<file path="src/rtl/rlee_pkg.sv">
// ---------------------------------------------------------------------------
// Leader-election engine package
// Message and result codes, role codes, register indexes and reset values.
// ---------------------------------------------------------------------------
package rlee_pkg;

   localparam int NODES_MAX_DEFAULT = 8;
   localparam int TERM_BITS_DEFAULT = 32;

   // longest run of results for one item
   localparam int RUN_MAX = 7;

   localparam int REQ_DATA_BITS = 80;
   localparam int RSP_DATA_BITS = 56;
   localparam int CSR_INDEX_BITS = 3;
   localparam int CSR_DATA_BITS = 16;

   // incoming event kinds
   localparam logic [2:0] IN_TICK       = 3'd0;
   localparam logic [2:0] IN_HB_REQ     = 3'd1;
   localparam logic [2:0] IN_VOTE_REQ   = 3'd2;
   localparam logic [2:0] IN_VOTE_REPLY = 3'd3;
   localparam logic [2:0] IN_HB_REPLY   = 3'd4;

   // outgoing result kinds
   localparam logic [2:0] OUT_HB_REPLY   = 3'd0;
   localparam logic [2:0] OUT_VOTE_REPLY = 3'd1;
   localparam logic [2:0] OUT_HB_REQ     = 3'd2;
   localparam logic [2:0] OUT_VOTE_REQ   = 3'd3;
   localparam logic [2:0] OUT_ERROR      = 3'd4;

   localparam logic [1:0] ROLE_FOLLOWER  = 2'd0;
   localparam logic [1:0] ROLE_CANDIDATE = 2'd1;
   localparam logic [1:0] ROLE_LEADER    = 2'd2;

   localparam logic [CSR_INDEX_BITS-1:0] CSR_NODE_ID     = 3'd0;
   localparam logic [CSR_INDEX_BITS-1:0] CSR_NODE_COUNT  = 3'd1;
   localparam logic [CSR_INDEX_BITS-1:0] CSR_HB_INTERVAL = 3'd2;
   localparam logic [CSR_INDEX_BITS-1:0] CSR_TIMEOUT_MIN = 3'd3;
   localparam logic [CSR_INDEX_BITS-1:0] CSR_TIMEOUT_MAX = 3'd4;

   localparam logic [2:0]  RST_NODE_ID     = 3'd0;
   localparam logic [3:0]  RST_NODE_COUNT  = 4'd3;
   localparam logic [15:0] RST_HB_INTERVAL = 16'd50;
   localparam logic [15:0] RST_TIMEOUT_MIN = 16'd150;
   localparam logic [15:0] RST_TIMEOUT_MAX = 16'd300;

endpackage

</file>
<file path="src/rtl/raft_leader_election_engine_top.sv">
// ---------------------------------------------------------------------------
// Leader-election engine top level
// Role, term and vote bookkeeping of one cluster node, with reply and
// broadcast generation.
// ---------------------------------------------------------------------------
// Usage:
//  - req_* carries one event per transfer: a tick or a message (kind in
//    req_tuser). State is updated at the edge the transfer completes.
//  - rsp_* carries results one per transfer; rsp_tlast marks the final
//    result caused by one event. Replies and errors are single results;
//    an election start or a heartbeat round is a run to every peer
//    (at most seven results).
//  - csr_* writes one configuration register per transfer; write only
//    while no results are outstanding.
//  - An event's results pass from the run generator to the result register.
//  - Throughput: one event per cycle while each causes at most one result
//    and rsp_tready does not stall; an event causing a run of results holds
//    req_tready low until its last result enters the single result register.
//  - Reset (synchronous, active high) returns to follower, term zero, and
//    the default configuration. A stalled rsp_tready holds the result
//    register; one further event is taken while a single result waits.
// ---------------------------------------------------------------------------
module raft_leader_election_engine_top #(
   parameter int NODES_MAX = rlee_pkg::NODES_MAX_DEFAULT,
   parameter int TERM_BITS = rlee_pkg::TERM_BITS_DEFAULT
) (
   input  logic                                  clock,
   input  logic                                  reset,
   // request channel
   input  logic                                  req_tvalid,
   output logic                                  req_tready,
   // sender[2:0], target[5:3], msg_term[37:6], candidate[40:38],
   // granted_in[41], timeout_draw[57:42], msg_ident[73:58], zero[79:74]
   input  logic [rlee_pkg::REQ_DATA_BITS-1:0]    req_tdata,
   // kind[2:0]
   input  logic [2:0]                            req_tuser,
   // result channel
   output logic                                  rsp_tvalid,
   input  logic                                  rsp_tready,
   // dest[2:0], out_term[34:3], granted[35], reply_id[51:36],
   // role[53:52], zero[55:54]
   output logic [rlee_pkg::RSP_DATA_BITS-1:0]    rsp_tdata,
   // out_kind[2:0]
   output logic [2:0]                            rsp_tuser,
   output logic                                  rsp_tlast,
   // configuration write channel
   input  logic                                  csr_valid,
   output logic                                  csr_ready,
   input  logic [rlee_pkg::CSR_INDEX_BITS-1:0]   csr_index,
   input  logic [rlee_pkg::CSR_DATA_BITS-1:0]    csr_data
);
   import rlee_pkg::*;

   localparam int PTR_BITS = ($clog2(NODES_MAX) + 1 > 4) ? $clog2(NODES_MAX) + 1 : 4;
   localparam int CNT_BITS = ($clog2(NODES_MAX + 1) > 4) ? $clog2(NODES_MAX + 1) : 4;
   localparam logic [CNT_BITS-1:0] CNT_MAX = CNT_BITS'(NODES_MAX);
   localparam logic [CNT_BITS-1:0] CNT_RUN = CNT_BITS'(RUN_MAX);

   // configuration
   logic [2:0]  node_id_ff;
   logic [3:0]  node_count_ff;
   logic [15:0] hb_interval_ff;
   logic [15:0] timeout_min_ff;
   logic [15:0] timeout_max_ff;

   // node state
   logic [1:0]           role_ff, role_in;
   logic [TERM_BITS-1:0] term_ff, term_in;
   logic                 voted_ff, voted_in;
   logic [2:0]           vcand_ff, vcand_in;
   logic [3:0]           vcnt_ff, vcnt_in;
   logic [15:0]          elapsed_ff, elapsed_in;
   logic [15:0]          hb_ff, hb_in;

   // pending run
   logic                job_valid_ff;
   logic [2:0]          job_left_ff;
   logic [PTR_BITS-1:0] job_ptr_ff;
   logic [2:0]          job_kind_ff;
   logic                job_granted_ff;
   logic [15:0]         job_rid_ff;
   logic [31:0]         job_term_ff;
   logic [1:0]          job_role_ff;

   // result register
   logic        rsp_valid_ff;
   logic [2:0]  rsp_kind_ff;
   logic [2:0]  rsp_dest_ff;
   logic [31:0] rsp_term_ff;
   logic        rsp_granted_ff;
   logic [15:0] rsp_rid_ff;
   logic [1:0]  rsp_role_ff;
   logic        rsp_last_ff;

   // request fields
   logic [2:0]  in_kind, in_sender, in_target, in_cand;
   logic [31:0] in_term_raw;
   logic        in_granted;
   logic [15:0] in_draw, in_mid;
   logic [TERM_BITS-1:0] mterm;

   assign in_kind     = req_tuser;
   assign in_sender   = req_tdata[2:0];
   assign in_target   = req_tdata[5:3];
   assign in_term_raw = req_tdata[37:6];
   assign in_cand     = req_tdata[40:38];
   assign in_granted  = req_tdata[41];
   assign in_draw     = req_tdata[57:42];
   assign in_mid      = req_tdata[73:58];

   generate
      if (TERM_BITS >= 32) begin : g_term_wide
         assign mterm = TERM_BITS'(in_term_raw);
      end else begin : g_term_narrow
         // saturate terms beyond the counter's range
         assign mterm = (|in_term_raw[31:TERM_BITS]) ? {TERM_BITS{1'b1}}
                                                      : in_term_raw[TERM_BITS-1:0];
      end
   endgenerate

   // handshakes
   logic out_load, job_emit, req_accept, load_job;

   assign out_load   = !rsp_valid_ff || rsp_tready;
   assign job_emit   = job_valid_ff && out_load;
   assign req_tready = !job_valid_ff || (job_emit && (job_left_ff == 3'd1));
   assign req_accept = req_tvalid && req_tready;
   assign csr_ready  = 1'b1;

   // derived values for the step
   logic [15:0] iv_m1, timeout_hi, timeout_lo_cl, timeout_t, elapsed_inc;
   logic [TERM_BITS-1:0] term_inc;
   logic [2:0]  nc_half;
   logic [3:0]  vcnt_inc;
   logic        mterm_gt, mterm_eq, misaddr;

   assign iv_m1         = (hb_interval_ff == 16'd0) ? 16'd0 : hb_interval_ff - 16'd1;
   assign timeout_hi    = (timeout_max_ff < timeout_min_ff) ? timeout_min_ff : timeout_max_ff;
   assign timeout_lo_cl = (in_draw < timeout_min_ff) ? timeout_min_ff : in_draw;
   assign timeout_t     = (timeout_lo_cl > timeout_hi) ? timeout_hi : timeout_lo_cl;
   assign elapsed_inc   = (elapsed_ff == 16'hFFFF) ? elapsed_ff : elapsed_ff + 16'd1;
   assign term_inc      = (&term_ff) ? term_ff : term_ff + TERM_BITS'(1);
   assign nc_half       = node_count_ff[3:1];
   assign vcnt_inc      = (vcnt_ff == 4'hF) ? vcnt_ff : vcnt_ff + 4'd1;
   assign mterm_gt      = mterm > term_ff;
   assign mterm_eq      = mterm == term_ff;
   assign misaddr       = (in_kind >= IN_HB_REQ) && (in_kind <= IN_HB_REPLY)
                          && (in_target != node_id_ff);

   // peers of a broadcast run
   logic [CNT_BITS-1:0] cnt_ext, cluster, n_peers;
   logic                self_in;
   logic [2:0]          bcast_n;

   assign cnt_ext = CNT_BITS'(node_count_ff);
   assign cluster = (cnt_ext > CNT_MAX) ? CNT_MAX : cnt_ext;
   assign self_in = CNT_BITS'(node_id_ff) < cluster;
   assign n_peers = cluster - CNT_BITS'(self_in);
   assign bcast_n = (n_peers > CNT_RUN) ? 3'(RUN_MAX) : n_peers[2:0];

   // step decision
   logic        run_en, run_bcast, run_granted;
   logic [2:0]  run_kind;
   logic [15:0] run_rid;
   logic [2:0]  run_n;

   always_comb begin
      role_in     = role_ff;
      term_in     = term_ff;
      voted_in    = voted_ff;
      vcand_in    = vcand_ff;
      vcnt_in     = vcnt_ff;
      elapsed_in  = elapsed_ff;
      hb_in       = hb_ff;
      run_en      = 1'b0;
      run_bcast   = 1'b0;
      run_kind    = OUT_ERROR;
      run_granted = 1'b0;
      run_rid     = 16'd0;
      if (misaddr) begin
         run_en  = 1'b1;
         run_rid = in_mid;
      end else begin
         case (in_kind)
            IN_TICK: begin
               if (role_ff == ROLE_LEADER) begin
                  if (hb_ff == 16'd0) begin
                     run_en    = 1'b1;
                     run_bcast = 1'b1;
                     run_kind  = OUT_HB_REQ;
                     hb_in     = iv_m1;
                  end else begin
                     hb_in = hb_ff - 16'd1;
                  end
               end else if (elapsed_inc >= timeout_t) begin
                  // start an election with a self vote
                  role_in    = ROLE_CANDIDATE;
                  term_in    = term_inc;
                  voted_in   = 1'b1;
                  vcand_in   = node_id_ff;
                  vcnt_in    = 4'd1;
                  elapsed_in = 16'd0;
                  run_en     = 1'b1;
                  run_bcast  = 1'b1;
                  if (nc_half == 3'd0) begin
                     role_in  = ROLE_LEADER;
                     run_kind = OUT_HB_REQ;
                     hb_in    = iv_m1;
                  end else begin
                     run_kind = OUT_VOTE_REQ;
                  end
               end else begin
                  elapsed_in = elapsed_inc;
               end
            end
            IN_HB_REQ: begin
               if (mterm_gt) begin
                  term_in    = mterm;
                  role_in    = ROLE_FOLLOWER;
                  voted_in   = 1'b0;
                  elapsed_in = 16'd0;
               end else if (mterm_eq) begin
                  role_in    = ROLE_FOLLOWER;
                  elapsed_in = 16'd0;
               end
               run_en   = 1'b1;
               run_kind = OUT_HB_REPLY;
               run_rid  = in_mid;
            end
            IN_VOTE_REQ: begin
               if (mterm_gt) begin
                  term_in  = mterm;
                  role_in  = ROLE_FOLLOWER;
                  voted_in = 1'b0;
               end
               if ((mterm_gt || mterm_eq)
                   && (mterm_gt || !voted_ff || (vcand_ff == in_cand))) begin
                  voted_in    = 1'b1;
                  vcand_in    = in_cand;
                  run_granted = 1'b1;
                  elapsed_in  = 16'd0;
               end
               run_en   = 1'b1;
               run_kind = OUT_VOTE_REPLY;
               run_rid  = in_mid;
            end
            IN_VOTE_REPLY: begin
               if (mterm_gt) begin
                  term_in    = mterm;
                  role_in    = ROLE_FOLLOWER;
                  voted_in   = 1'b0;
                  elapsed_in = 16'd0;
               end else if (mterm_eq && in_granted && (role_ff == ROLE_CANDIDATE)) begin
                  vcnt_in = vcnt_inc;
                  if (vcnt_inc > {1'b0, nc_half}) begin
                     role_in   = ROLE_LEADER;
                     run_en    = 1'b1;
                     run_bcast = 1'b1;
                     run_kind  = OUT_HB_REQ;
                     hb_in     = iv_m1;
                  end
               end
            end
            IN_HB_REPLY: begin
               if (mterm_gt) begin
                  term_in    = mterm;
                  role_in    = ROLE_FOLLOWER;
                  voted_in   = 1'b0;
                  elapsed_in = 16'd0;
               end
            end
            default: begin
               // unknown kinds are dropped
            end
         endcase
      end
   end

   assign run_n    = run_bcast ? bcast_n : 3'd1;
   assign load_job = req_accept && run_en && (run_n != 3'd0);

   // next peer after the current one, skipping this node
   logic [PTR_BITS-1:0] ptr_p1, ptr_adv, ptr_first;

   assign ptr_p1    = job_ptr_ff + PTR_BITS'(1);
   assign ptr_adv   = (ptr_p1 == PTR_BITS'(node_id_ff)) ? job_ptr_ff + PTR_BITS'(2) : ptr_p1;
   assign ptr_first = run_bcast ? ((node_id_ff == 3'd0) ? PTR_BITS'(1) : PTR_BITS'(0))
                                : PTR_BITS'(in_sender);

   always_ff @(posedge clock) begin
      if (reset) begin
         node_id_ff     <= RST_NODE_ID;
         node_count_ff  <= RST_NODE_COUNT;
         hb_interval_ff <= RST_HB_INTERVAL;
         timeout_min_ff <= RST_TIMEOUT_MIN;
         timeout_max_ff <= RST_TIMEOUT_MAX;
      end else if (csr_valid && csr_ready) begin
         case (csr_index)
            CSR_NODE_ID:     node_id_ff     <= csr_data[2:0];
            CSR_NODE_COUNT:  node_count_ff  <= csr_data[3:0];
            CSR_HB_INTERVAL: hb_interval_ff <= csr_data;
            CSR_TIMEOUT_MIN: timeout_min_ff <= csr_data;
            CSR_TIMEOUT_MAX: timeout_max_ff <= csr_data;
            default: ;
         endcase
      end
   end

   always_ff @(posedge clock) begin
      if (reset) begin
         role_ff    <= ROLE_FOLLOWER;
         term_ff    <= '0;
         voted_ff   <= 1'b0;
         vcand_ff   <= 3'd0;
         vcnt_ff    <= 4'd0;
         elapsed_ff <= 16'd0;
         hb_ff      <= 16'd0;
      end else if (req_accept) begin
         role_ff    <= role_in;
         term_ff    <= term_in;
         voted_ff   <= voted_in;
         vcand_ff   <= vcand_in;
         vcnt_ff    <= vcnt_in;
         elapsed_ff <= elapsed_in;
         hb_ff      <= hb_in;
      end
   end

   // run generator; a new run replaces the one whose last result leaves
   always_ff @(posedge clock) begin
      if (reset) begin
         job_valid_ff <= 1'b0;
         job_left_ff  <= 3'd0;
      end else if (load_job) begin
         job_valid_ff <= 1'b1;
         job_left_ff  <= run_n;
      end else if (job_emit) begin
         job_left_ff <= job_left_ff - 3'd1;
         if (job_left_ff == 3'd1) begin
            job_valid_ff <= 1'b0;
         end
      end
   end

   always_ff @(posedge clock) begin
      if (load_job) begin
         job_ptr_ff     <= ptr_first;
         job_kind_ff    <= run_kind;
         job_granted_ff <= run_granted;
         job_rid_ff     <= run_rid;
         job_term_ff    <= 32'(term_in);
         job_role_ff    <= role_in;
      end else if (job_emit) begin
         job_ptr_ff <= ptr_adv;
      end
   end

   // result register
   always_ff @(posedge clock) begin
      if (reset) begin
         rsp_valid_ff <= 1'b0;
      end else if (job_emit) begin
         rsp_valid_ff <= 1'b1;
      end else if (rsp_tready) begin
         rsp_valid_ff <= 1'b0;
      end
   end

   always_ff @(posedge clock) begin
      if (job_emit) begin
         rsp_kind_ff    <= job_kind_ff;
         rsp_dest_ff    <= job_ptr_ff[2:0];
         rsp_term_ff    <= job_term_ff;
         rsp_granted_ff <= job_granted_ff;
         rsp_rid_ff     <= job_rid_ff;
         rsp_role_ff    <= job_role_ff;
         rsp_last_ff    <= (job_left_ff == 3'd1);
      end
   end

   assign rsp_tvalid = rsp_valid_ff;
   assign rsp_tuser  = rsp_kind_ff;
   assign rsp_tlast  = rsp_last_ff;
   assign rsp_tdata  = {2'b00, rsp_role_ff, rsp_rid_ff, rsp_granted_ff,
                        rsp_term_ff, rsp_dest_ff};

   // checks
   a_run_pending: assert property (@(posedge clock) disable iff (reset)
      rsp_valid_ff && !rsp_last_ff |-> job_valid_ff)
      else $error("non-final result without a pending run");

   a_job_left: assert property (@(posedge clock) disable iff (reset)
      job_valid_ff |-> job_left_ff != 3'd0)
      else $error("pending run with no results left");

   a_term_monotonic: assert property (@(posedge clock) disable iff (reset)
      !$past(reset) |-> term_ff >= $past(term_ff))
      else $error("term decreased");

   a_candidate_voted: assert property (@(posedge clock) disable iff (reset)
      role_ff == ROLE_CANDIDATE |-> voted_ff)
      else $error("candidate without a self vote");

endmodule
</file>
<file path="config.mk">
export PLATFORM = sky130hd
export DESIGN_NAME = raft_leader_election_engine_top
export DESIGN_NICKNAME = d
export VERILOG_FILES = /design/src/rtl/rlee_pkg.sv /design/src/rtl/raft_leader_election_engine_top.sv
export SDC_FILE = /design/constraint.sdc
export NUM_CORES = 1
export LEC_CHECK = 0
export BUFFER_PORTS_ARGS = -buffer_cell sky130_fd_sc_hd__buf_2
export CAP_MARGIN = 10
export CORE_UTILIZATION = 40
export DETAILED_ROUTE_END_ITERATION = 8
export GPL_TIMING_DRIVEN = 0
export PLACE_DENSITY = 0.66
export SLEW_MARGIN = 40
export SYNTH_ARGS = -nofsm -noshare
export SYNTH_HDL_FRONTEND = slang
export SYNTH_SLANG_ARGS = --single-unit
</file>
<file path="constraint.sdc">
create_clock -name clock -period 10.8 [get_ports clock]
set_clock_uncertainty 0.1 [all_clocks]
set_input_delay 2.16 -clock clock [delete_from_list [all_inputs] [get_ports clock]]
set_output_delay 2.16 -clock clock [all_outputs]
set_load 0.005 [all_outputs]
</file>
Word level (Yosys, flattened, before mapping) --
Index checks and enable logic that the tools add are counted.
Cells by class: bitwise operators 2, reductions and logical operators 50, eq/ne operators 27, order comparisons 11, multiplexer cells 88, add/subtract/negate cells 9
Operators by type and width (count):
- 16-bit 2-to-1 mux | 20
- 32-bit 2-to-1 mux | 5
- 16-bit one-hot mux with 4 select lines | 1
- 32-bit one-hot mux with 2 select lines | 1
- 3-bit 2-to-1 mux | 14
- 4-bit 2-to-1 mux | 9
- 32-bit by 1-bit adder with 32-bit output (second input constant) | 1
- 32-bit == test | 1
- 32-bit > comparator | 1
- 16-bit logical NOT | 2
- 16-bit < comparator | 2
- 16-bit one-hot mux with 2 select lines | 1
- 32-bit AND reduction | 1
- 16-bit by 1-bit subtractor with 16-bit output (second input constant) | 2
- 1-bit 2-to-1 mux | 20
- 2-bit 2-to-1 mux | 10
- 16-bit by 1-bit adder with 16-bit output (second input constant) | 1
- 16-bit == test (second input constant) | 1
- 16-bit greater-or-equal comparator | 1
- 16-bit > comparator | 1
- 7-bit AND reduction | 2
- 3-bit by 2-bit == test with 1-bit output (second input constant) | 4
- 3-bit logical NOT | 4
- 2-bit != test (second input constant) | 6
- other kinds (40) | 76
Storage, ports and cells: word-level logic and storage cells 215, output and inout port bits 63, register bits after elaboration 250, input port bits 107

Depth between registers and ports, before layout --
word-level depth 14, gate-level depth with buffers 31, gate-level depth less buffers 27

Worst setup path before layout --
OpenSTA, ideal clock, no wires.
kind input-to-reg, start in req_tdata[51] (netlist name), end reg job_left_ff[1], slack 1868 ps, data required time 10577 ps, setup time 123 ps, arrival 8708 ps, stages 28, path buffers 2, path through ha_1 -> a21o_1 -> a211oi_1 -> o21ai_0 -> o211ai_1 -> o211ai_1 -> o21ai_1 -> buf_2 -> mux2_2 -> ha_1 -> nand4_1 -> or2_2 -> nor3_1 -> o41ai_1 -> a21o_1 -> o211ai_1 -> clkbuf_1 -> o22a_1 -> o21ai_0 -> ha_1 -> and3_1 -> a221oi_1 -> o311a_1 -> o211a_1 -> o21a_2 -> nor2_4 -> nor2_4 -> mux2_1
On the way: longest elaborated chain between the ends 13, elaborated cells on any way between the ends 17, those cells by class order compare (3); mux (10); reduce/logical (4)
Ends and longest elaborated chain:
- start, declared | RTL line raft_leader_election_engine_top.sv:34 | input logic [rlee_pkg::REQ_DATA_BITS-1:0] req_tdata,
- 16-bit < comparator | RTL line raft_leader_election_engine_top.sv:139 | assign timeout_lo_cl = (in_draw < timeout_min_ff) ? timeout_min_ff : in_draw;
- 16-bit 2-to-1 mux * | RTL line raft_leader_election_engine_top.sv:139
- 16-bit > comparator | RTL line raft_leader_election_engine_top.sv:140 | assign timeout_t = (timeout_lo_cl > timeout_hi) ? timeout_hi : timeout_lo_cl;
- 16-bit 2-to-1 mux * | RTL line raft_leader_election_engine_top.sv:140
- 16-bit greater-or-equal comparator * | RTL line raft_leader_election_engine_top.sv:195 | end else if (elapsed_inc >= timeout_t) begin
- 1-bit 2-to-1 mux * | RTL line raft_leader_election_engine_top.sv:195
- 1-bit 2-to-1 mux * | RTL line raft_leader_election_engine_top.sv:186 | if (role_ff == ROLE_LEADER) begin
- 1-bit one-hot mux with 2 select lines | RTL line raft_leader_election_engine_top.sv:184 | case (in_kind)
- 1-bit 2-to-1 mux | RTL line raft_leader_election_engine_top.sv:180 | if (misaddr) begin
- 3-bit 2-to-1 mux | RTL line raft_leader_election_engine_top.sv:279 | assign run_n = run_bcast ? bcast_n : 3'd1;
- 3-bit nonzero test | RTL line raft_leader_election_engine_top.sv:280 | assign load_job = req_accept && run_en && (run_n != 3'd0);
- 1-bit logical AND * | RTL line raft_leader_election_engine_top.sv:280
- via load_job | RTL line raft_leader_election_engine_top.sv:122 | logic out_load, job_emit, req_accept, load_job;
- 3-bit 2-to-1 mux / 2-bit nonzero test (equally long branches)
- end signal, assigned | RTL line raft_leader_election_engine_top.sv:336 | job_left_ff <= run_n;
- end signal, assigned | RTL line raft_leader_election_engine_top.sv:338 | job_left_ff <= job_left_ff - 3'd1;
- end, declared | RTL line raft_leader_election_engine_top.sv:77 | logic [2:0] job_left_ff;
Mark *: on every way through the listed nets, which the timed path passes. The rest lies on a longest branch. A chain may end at the register's enable or synchronous reset.

Worst setup path in the final report --
start in req_tdata[51] (netlist name), end reg job_term_ff[21], enable pin
On the way: longest elaborated chain between the ends 12, elaborated cells on any way between the ends 15, those cells by class order compare (3); mux (9); reduce/logical (3)
Ends and longest elaborated chain:
- 16-bit < comparator | RTL line raft_leader_election_engine_top.sv:139
- 16-bit 2-to-1 mux * | RTL line raft_leader_election_engine_top.sv:139
- 16-bit > comparator | RTL line raft_leader_election_engine_top.sv:140
- 16-bit 2-to-1 mux * | RTL line raft_leader_election_engine_top.sv:140
- 16-bit greater-or-equal comparator * | RTL line raft_leader_election_engine_top.sv:195
- 1-bit 2-to-1 mux * | RTL line raft_leader_election_engine_top.sv:195
- 1-bit 2-to-1 mux * | RTL line raft_leader_election_engine_top.sv:186
- 1-bit one-hot mux with 2 select lines | RTL line raft_leader_election_engine_top.sv:184
- 1-bit 2-to-1 mux | RTL line raft_leader_election_engine_top.sv:180
- 3-bit 2-to-1 mux | RTL line raft_leader_election_engine_top.sv:279
- 3-bit nonzero test | RTL line raft_leader_election_engine_top.sv:280
- 1-bit logical AND * | RTL line raft_leader_election_engine_top.sv:280
- via load_job | RTL line raft_leader_election_engine_top.sv:122
- end signal, assigned | RTL line raft_leader_election_engine_top.sv:351 | job_term_ff <= 32'(term_in);
- end, declared | RTL line raft_leader_election_engine_top.sv:82 | logic [31:0] job_term_ff;
Marks and branches as above.

==> flow_summary.ini <==
[cells_and_area]
area_growth_pct = 16.55
finalNonFillerCells = 2367
sequential_cell_area_sq_um = 6166
multi_input_comb_area_sq_um = 8473
layout.cell_area.non_filler_sq_um = 17820
num-fill-cells = 3600
finish.net_count = 2049
fraction_of_final_layout_cells_with_drive_strength_greater_than_1_pct = 17.58

[flow_run]
max_cap_viol_count = 0

[floorplan]
die-width_microns = 197.5
die_h_microns = 197.5
floorplan.core_area_sq_um = 37670
num_io_pins = 170
rows = 71
floorplan.die_area_sq_um = 39010
start_util_pct = 40.59

[clock_tree]
cts-resized-gates = 0
cts-hold-fix-buffers = 0
clock_tree.htree_level_count = 1
worst_setup_hold_path_clk_slew_ns = 0.06
clock_root_cell = sky130_fd_sc_hd__clkbuf_16
clock_path_buffers = 3
post_cts_buffers = 0
worstSkewPairLatency_ns = 0.57
cts_buffers = 29
cts_sinks = 250
cts_tree = yes

[setup_path]
critPathRequiredTime_ns = 10.94
setup.worst_path.start = req_tdata[51]
timing.critical_path.slowest_cell_delay_ns = 0.49
path_class = in -> reg
setup.worst_path.end_class = register
crit_fanout = 20
timing.critical_path.arrival_ns = 10.21
timing.critical_path.from_type = primary input
critPathSlowestCell = sky130_fd_sc_hd__o21ai_0
timing.rr.start = timeout_min_ff[9]$_SDFFE_PP0P_

[sta]
hold_violations = 0
clock.fmax_mhz = 99.26
timing.final.max_slew_violations = 0
final.min_clock_period_ns = 10.07
worst-slew-pin-transition_ns = 0.8569
final-setup-viol-count = 0
timing.final.crit_share_pct = 93.28
rsz0062_at_grt = false
slew_headroom_pct = 42.87

[route]
dr.pass1.iters = 6
routed_wire_length_per_instance_microns = 19.54
drt_iter0_drc = 1254
vias_per_cell = 5.820
wl_microns = 46260
drtAntennaViolNets = 0
detailroute.via_count = 13780
post-route-drc-count = 0

[global_routing]
most_used_routing_layer_in_global_routing = met2
globalRouteOverflowTotal = 0
grt_pass1_wl_microns = 71450
track_usage_pct = 23.17
grt.met3_usage_pct = 3.056
number_of_global_route_vias_before_repair = 13030
antenna_found_initial = 2
gr-usage-met1_pct = 32.26
pin_count_of_the_biggest_net_entering_global_routing = 47
met2_track_demand_over_resource_pct = 37.09

[pwr]
p_int_mw = 1.824
fraction_of_power_spent_switching_nets_pct = 27.07
p_total_mw = 2.501
pwr_density_cell_nw_per_um2 = 140.3
pwr-share-clk_pct = 41.8
combPwrFrac_pct = 16.1
static-leakage-power_nw = 6.767
reported_net_switching_power_mw = 0.6769
ir_drop_mv = 0.1139
sequentialPowerShare_pct = 42.1

[synthesis]
synth_top_area_cell = sky130_fd_sc_hd__edfxtp_1
synth_sequential_area_ratio_pct = 40.33
syn-mean-instance-area_sq_um = 9.340
synth_warnings = 0
synthesis.area_sq_um = 15290
ys_types = 105
synth.top_cells.by_count = sky130_fd_sc_hd__nand2_1 (211), sky130_fd_sc_hd__dfxtp_1 (134), sky130_fd_sc_hd__edfxtp_1 (116)
synth-edff-count = 116
yosys_register_bits = 250
most_frequent_cell_after_synthesis = sky130_fd_sc_hd__nand2_1
ys_async_sr_fraction_pct = 0
commonest_register_cell_after_synthesis = sky130_fd_sc_hd__dfxtp_1
syn_inst = 1637
synthDominantCellAreaShare_pct = 22.78
synthTopCellsByArea = sky130_fd_sc_hd__edfxtp_1 (23%), sky130_fd_sc_hd__dfxtp_1 (18%), sky130_fd_sc_hd__ha_1 (9.0%), sky130_fd_sc_hd__nand2_1 (5.2%), sky130_fd_sc_hd__a21oi_1 (3.7%)

[placed_design]
place_inst = 2312
io_buffers = 159
finalWeightedCongestion = 0.9511
instance_area_after_placement_sq_um = 16800
place_hpwl_microns = 35470

[worst_hold_path]
timing.hold.worst.class = reg -> reg
origin_of_the_worst_min_delay_path = job_term_ff[22]$_DFFE_PP_

[status]
status = complete, no violations
power by group through the flow:
stage	clock (mW)	sequential [mW]	combinational [mW]
after floorplan	0	1.07	0.255
after detailed placement	0	1.07	0.395
after global placement	0	1.07	0.383
after global routing	1.10	1.06	0.442
after CTS	1.07	1.05	0.398
final	1.05	1.05	0.403
sequential cells by signal, summed over array words and instances (netlist names), 3 cells and up:
| name | flops |
|---|---|
| rsp_dest_ff | 3 |
| job_term_ff | 32 |
| term_ff | 32 |
| rsp_rid_ff | 16 |
| node_id_ff | 3 |
| rsp_term_ff | 32 |
| rsp_tuser | 3 |
| elapsed_ff | 16 |
| hb_interval_ff | 16 |
| vcand_ff | 3 |
| hb_ff | 16 |
| timeout_min_ff | 16 |
| job_left_ff | 3 |
| timeout_max_ff | 16 |
| job_ptr_ff | 4 |
| vcnt_ff | 4 |
| job_kind_ff | 3 |
| job_rid_ff | 16 |
| cnt_ext | 4 |
cell type report:
type	count	share of cell area (%)
diodes	2	0.02808
plain buffers	85	2.219
clock buffers	35	4.423
clock inverters	18	1.299
inverters	69	1.467
multi-input cells	1234	47.55
flip-flops and latches	250	34.60
well taps	511	3.588
repair buffers	163	4.830
worst paths after layout:
kind / end / slack, ns / depth (start not counted)
setup / recovery: job_term_ff[21]$_DFFE_PP_ / 0.73 / 31
setup reg to reg: job_term_ff[21]$_DFFE_PP_ / 1.99 / 31
hold / removal: rsp_term_ff[22]$_DFFE_PP_ / 0.30 / 0
hold reg to reg: rsp_term_ff[22]$_DFFE_PP_ / 0.30 / 0
placed cells by master, fill, tap and decap left out, types with 21 or more instances in the layout:
cell and instances:
sky130_fd_sc_hd__nor2_1 83, sky130_fd_sc_hd__a211oi_1 21, sky130_fd_sc_hd__edfxtp_1 116, sky130_fd_sc_hd__mux2i_1 35, sky130_fd_sc_hd__nand3_1 57, sky130_fd_sc_hd__a21oi_1 113
sky130_fd_sc_hd__mux2_2 21, sky130_fd_sc_hd__nand4_1 28, sky130_fd_sc_hd__inv_1 68, sky130_fd_sc_hd__o21ai_0 94, sky130_fd_sc_hd__xnor2_1 30, sky130_fd_sc_hd__and2_1 21
sky130_fd_sc_hd__o311ai_0 23, sky130_fd_sc_hd__nand2_1 211, sky130_fd_sc_hd__nor3_1 40, sky130_fd_sc_hd__dfxtp_1 134, sky130_fd_sc_hd__a21o_1 21, sky130_fd_sc_hd__buf_2 184
sky130_fd_sc_hd__ha_1 110, sky130_fd_sc_hd__clkbuf_1 47, sky130_fd_sc_hd__clkbuf_16 29
logic make-up (layout without fill, tap and decap cells):
kind of cell	after synthesis	count (layout)	synth area share (%)
flip-flops	250	250	40.33
buffers and inverters	154	370	4.280
other	2	5	0.04912
AND/OR/NAND/NOR	553	553	18.58
multiplexers	57	57	3.912
AO/OA/AOI/OAI	463	463	21.08
adder cells (fa/ha/maj)	111	111	9.075
XOR/XNOR	47	47	2.692
through the flow:
| stage | util (%) | hold slack, ns | setup slack, ns | setup TNS (ns) |
|---|---|---|---|---|
| 2_1_floorplan | - | 0.3003 | 1.868 | 0 |
| 3_3_place_gp | 44.41 | 0.3005 | -0.005219 | -0.005219 |
| 3_5_place_dp | 44.59 | 0.3045 | 0.3497 | 0 |
| 4_1_cts | 47.30 | 0.2866 | 0.9131 | 0 |
| 5_1_grt | 47.31 | 0.3123 | 0.3161 | 0 |
| 6_report | 47.31 | 0.2966 | 0.7255 | 0 |
per-layer routing:
metal | share of wire, % | vias up | wire (microns)
li1 | - | 6568 | -
met1 | 45 | 6584 | 20880
met2 | 45 | 533 | 20850
met3 | 7.0 | 91 | 3220
met4 | 2.8 | 0 | 1314
met5 | 0 | - | 0
worst max-delay path: cells and delay by family:
| kind | cells | cell delay, ns |
|---|---|---|
| compound gates | 17 | 4.22 |
| mux | 1 | 0.38 |
| fa+ha+maj | 3 | 0.94 |
| buf+inv | 6 | 1.46 |
| simple gates | 4 | 0.99 |
Power figures use the tool's default switching activity.
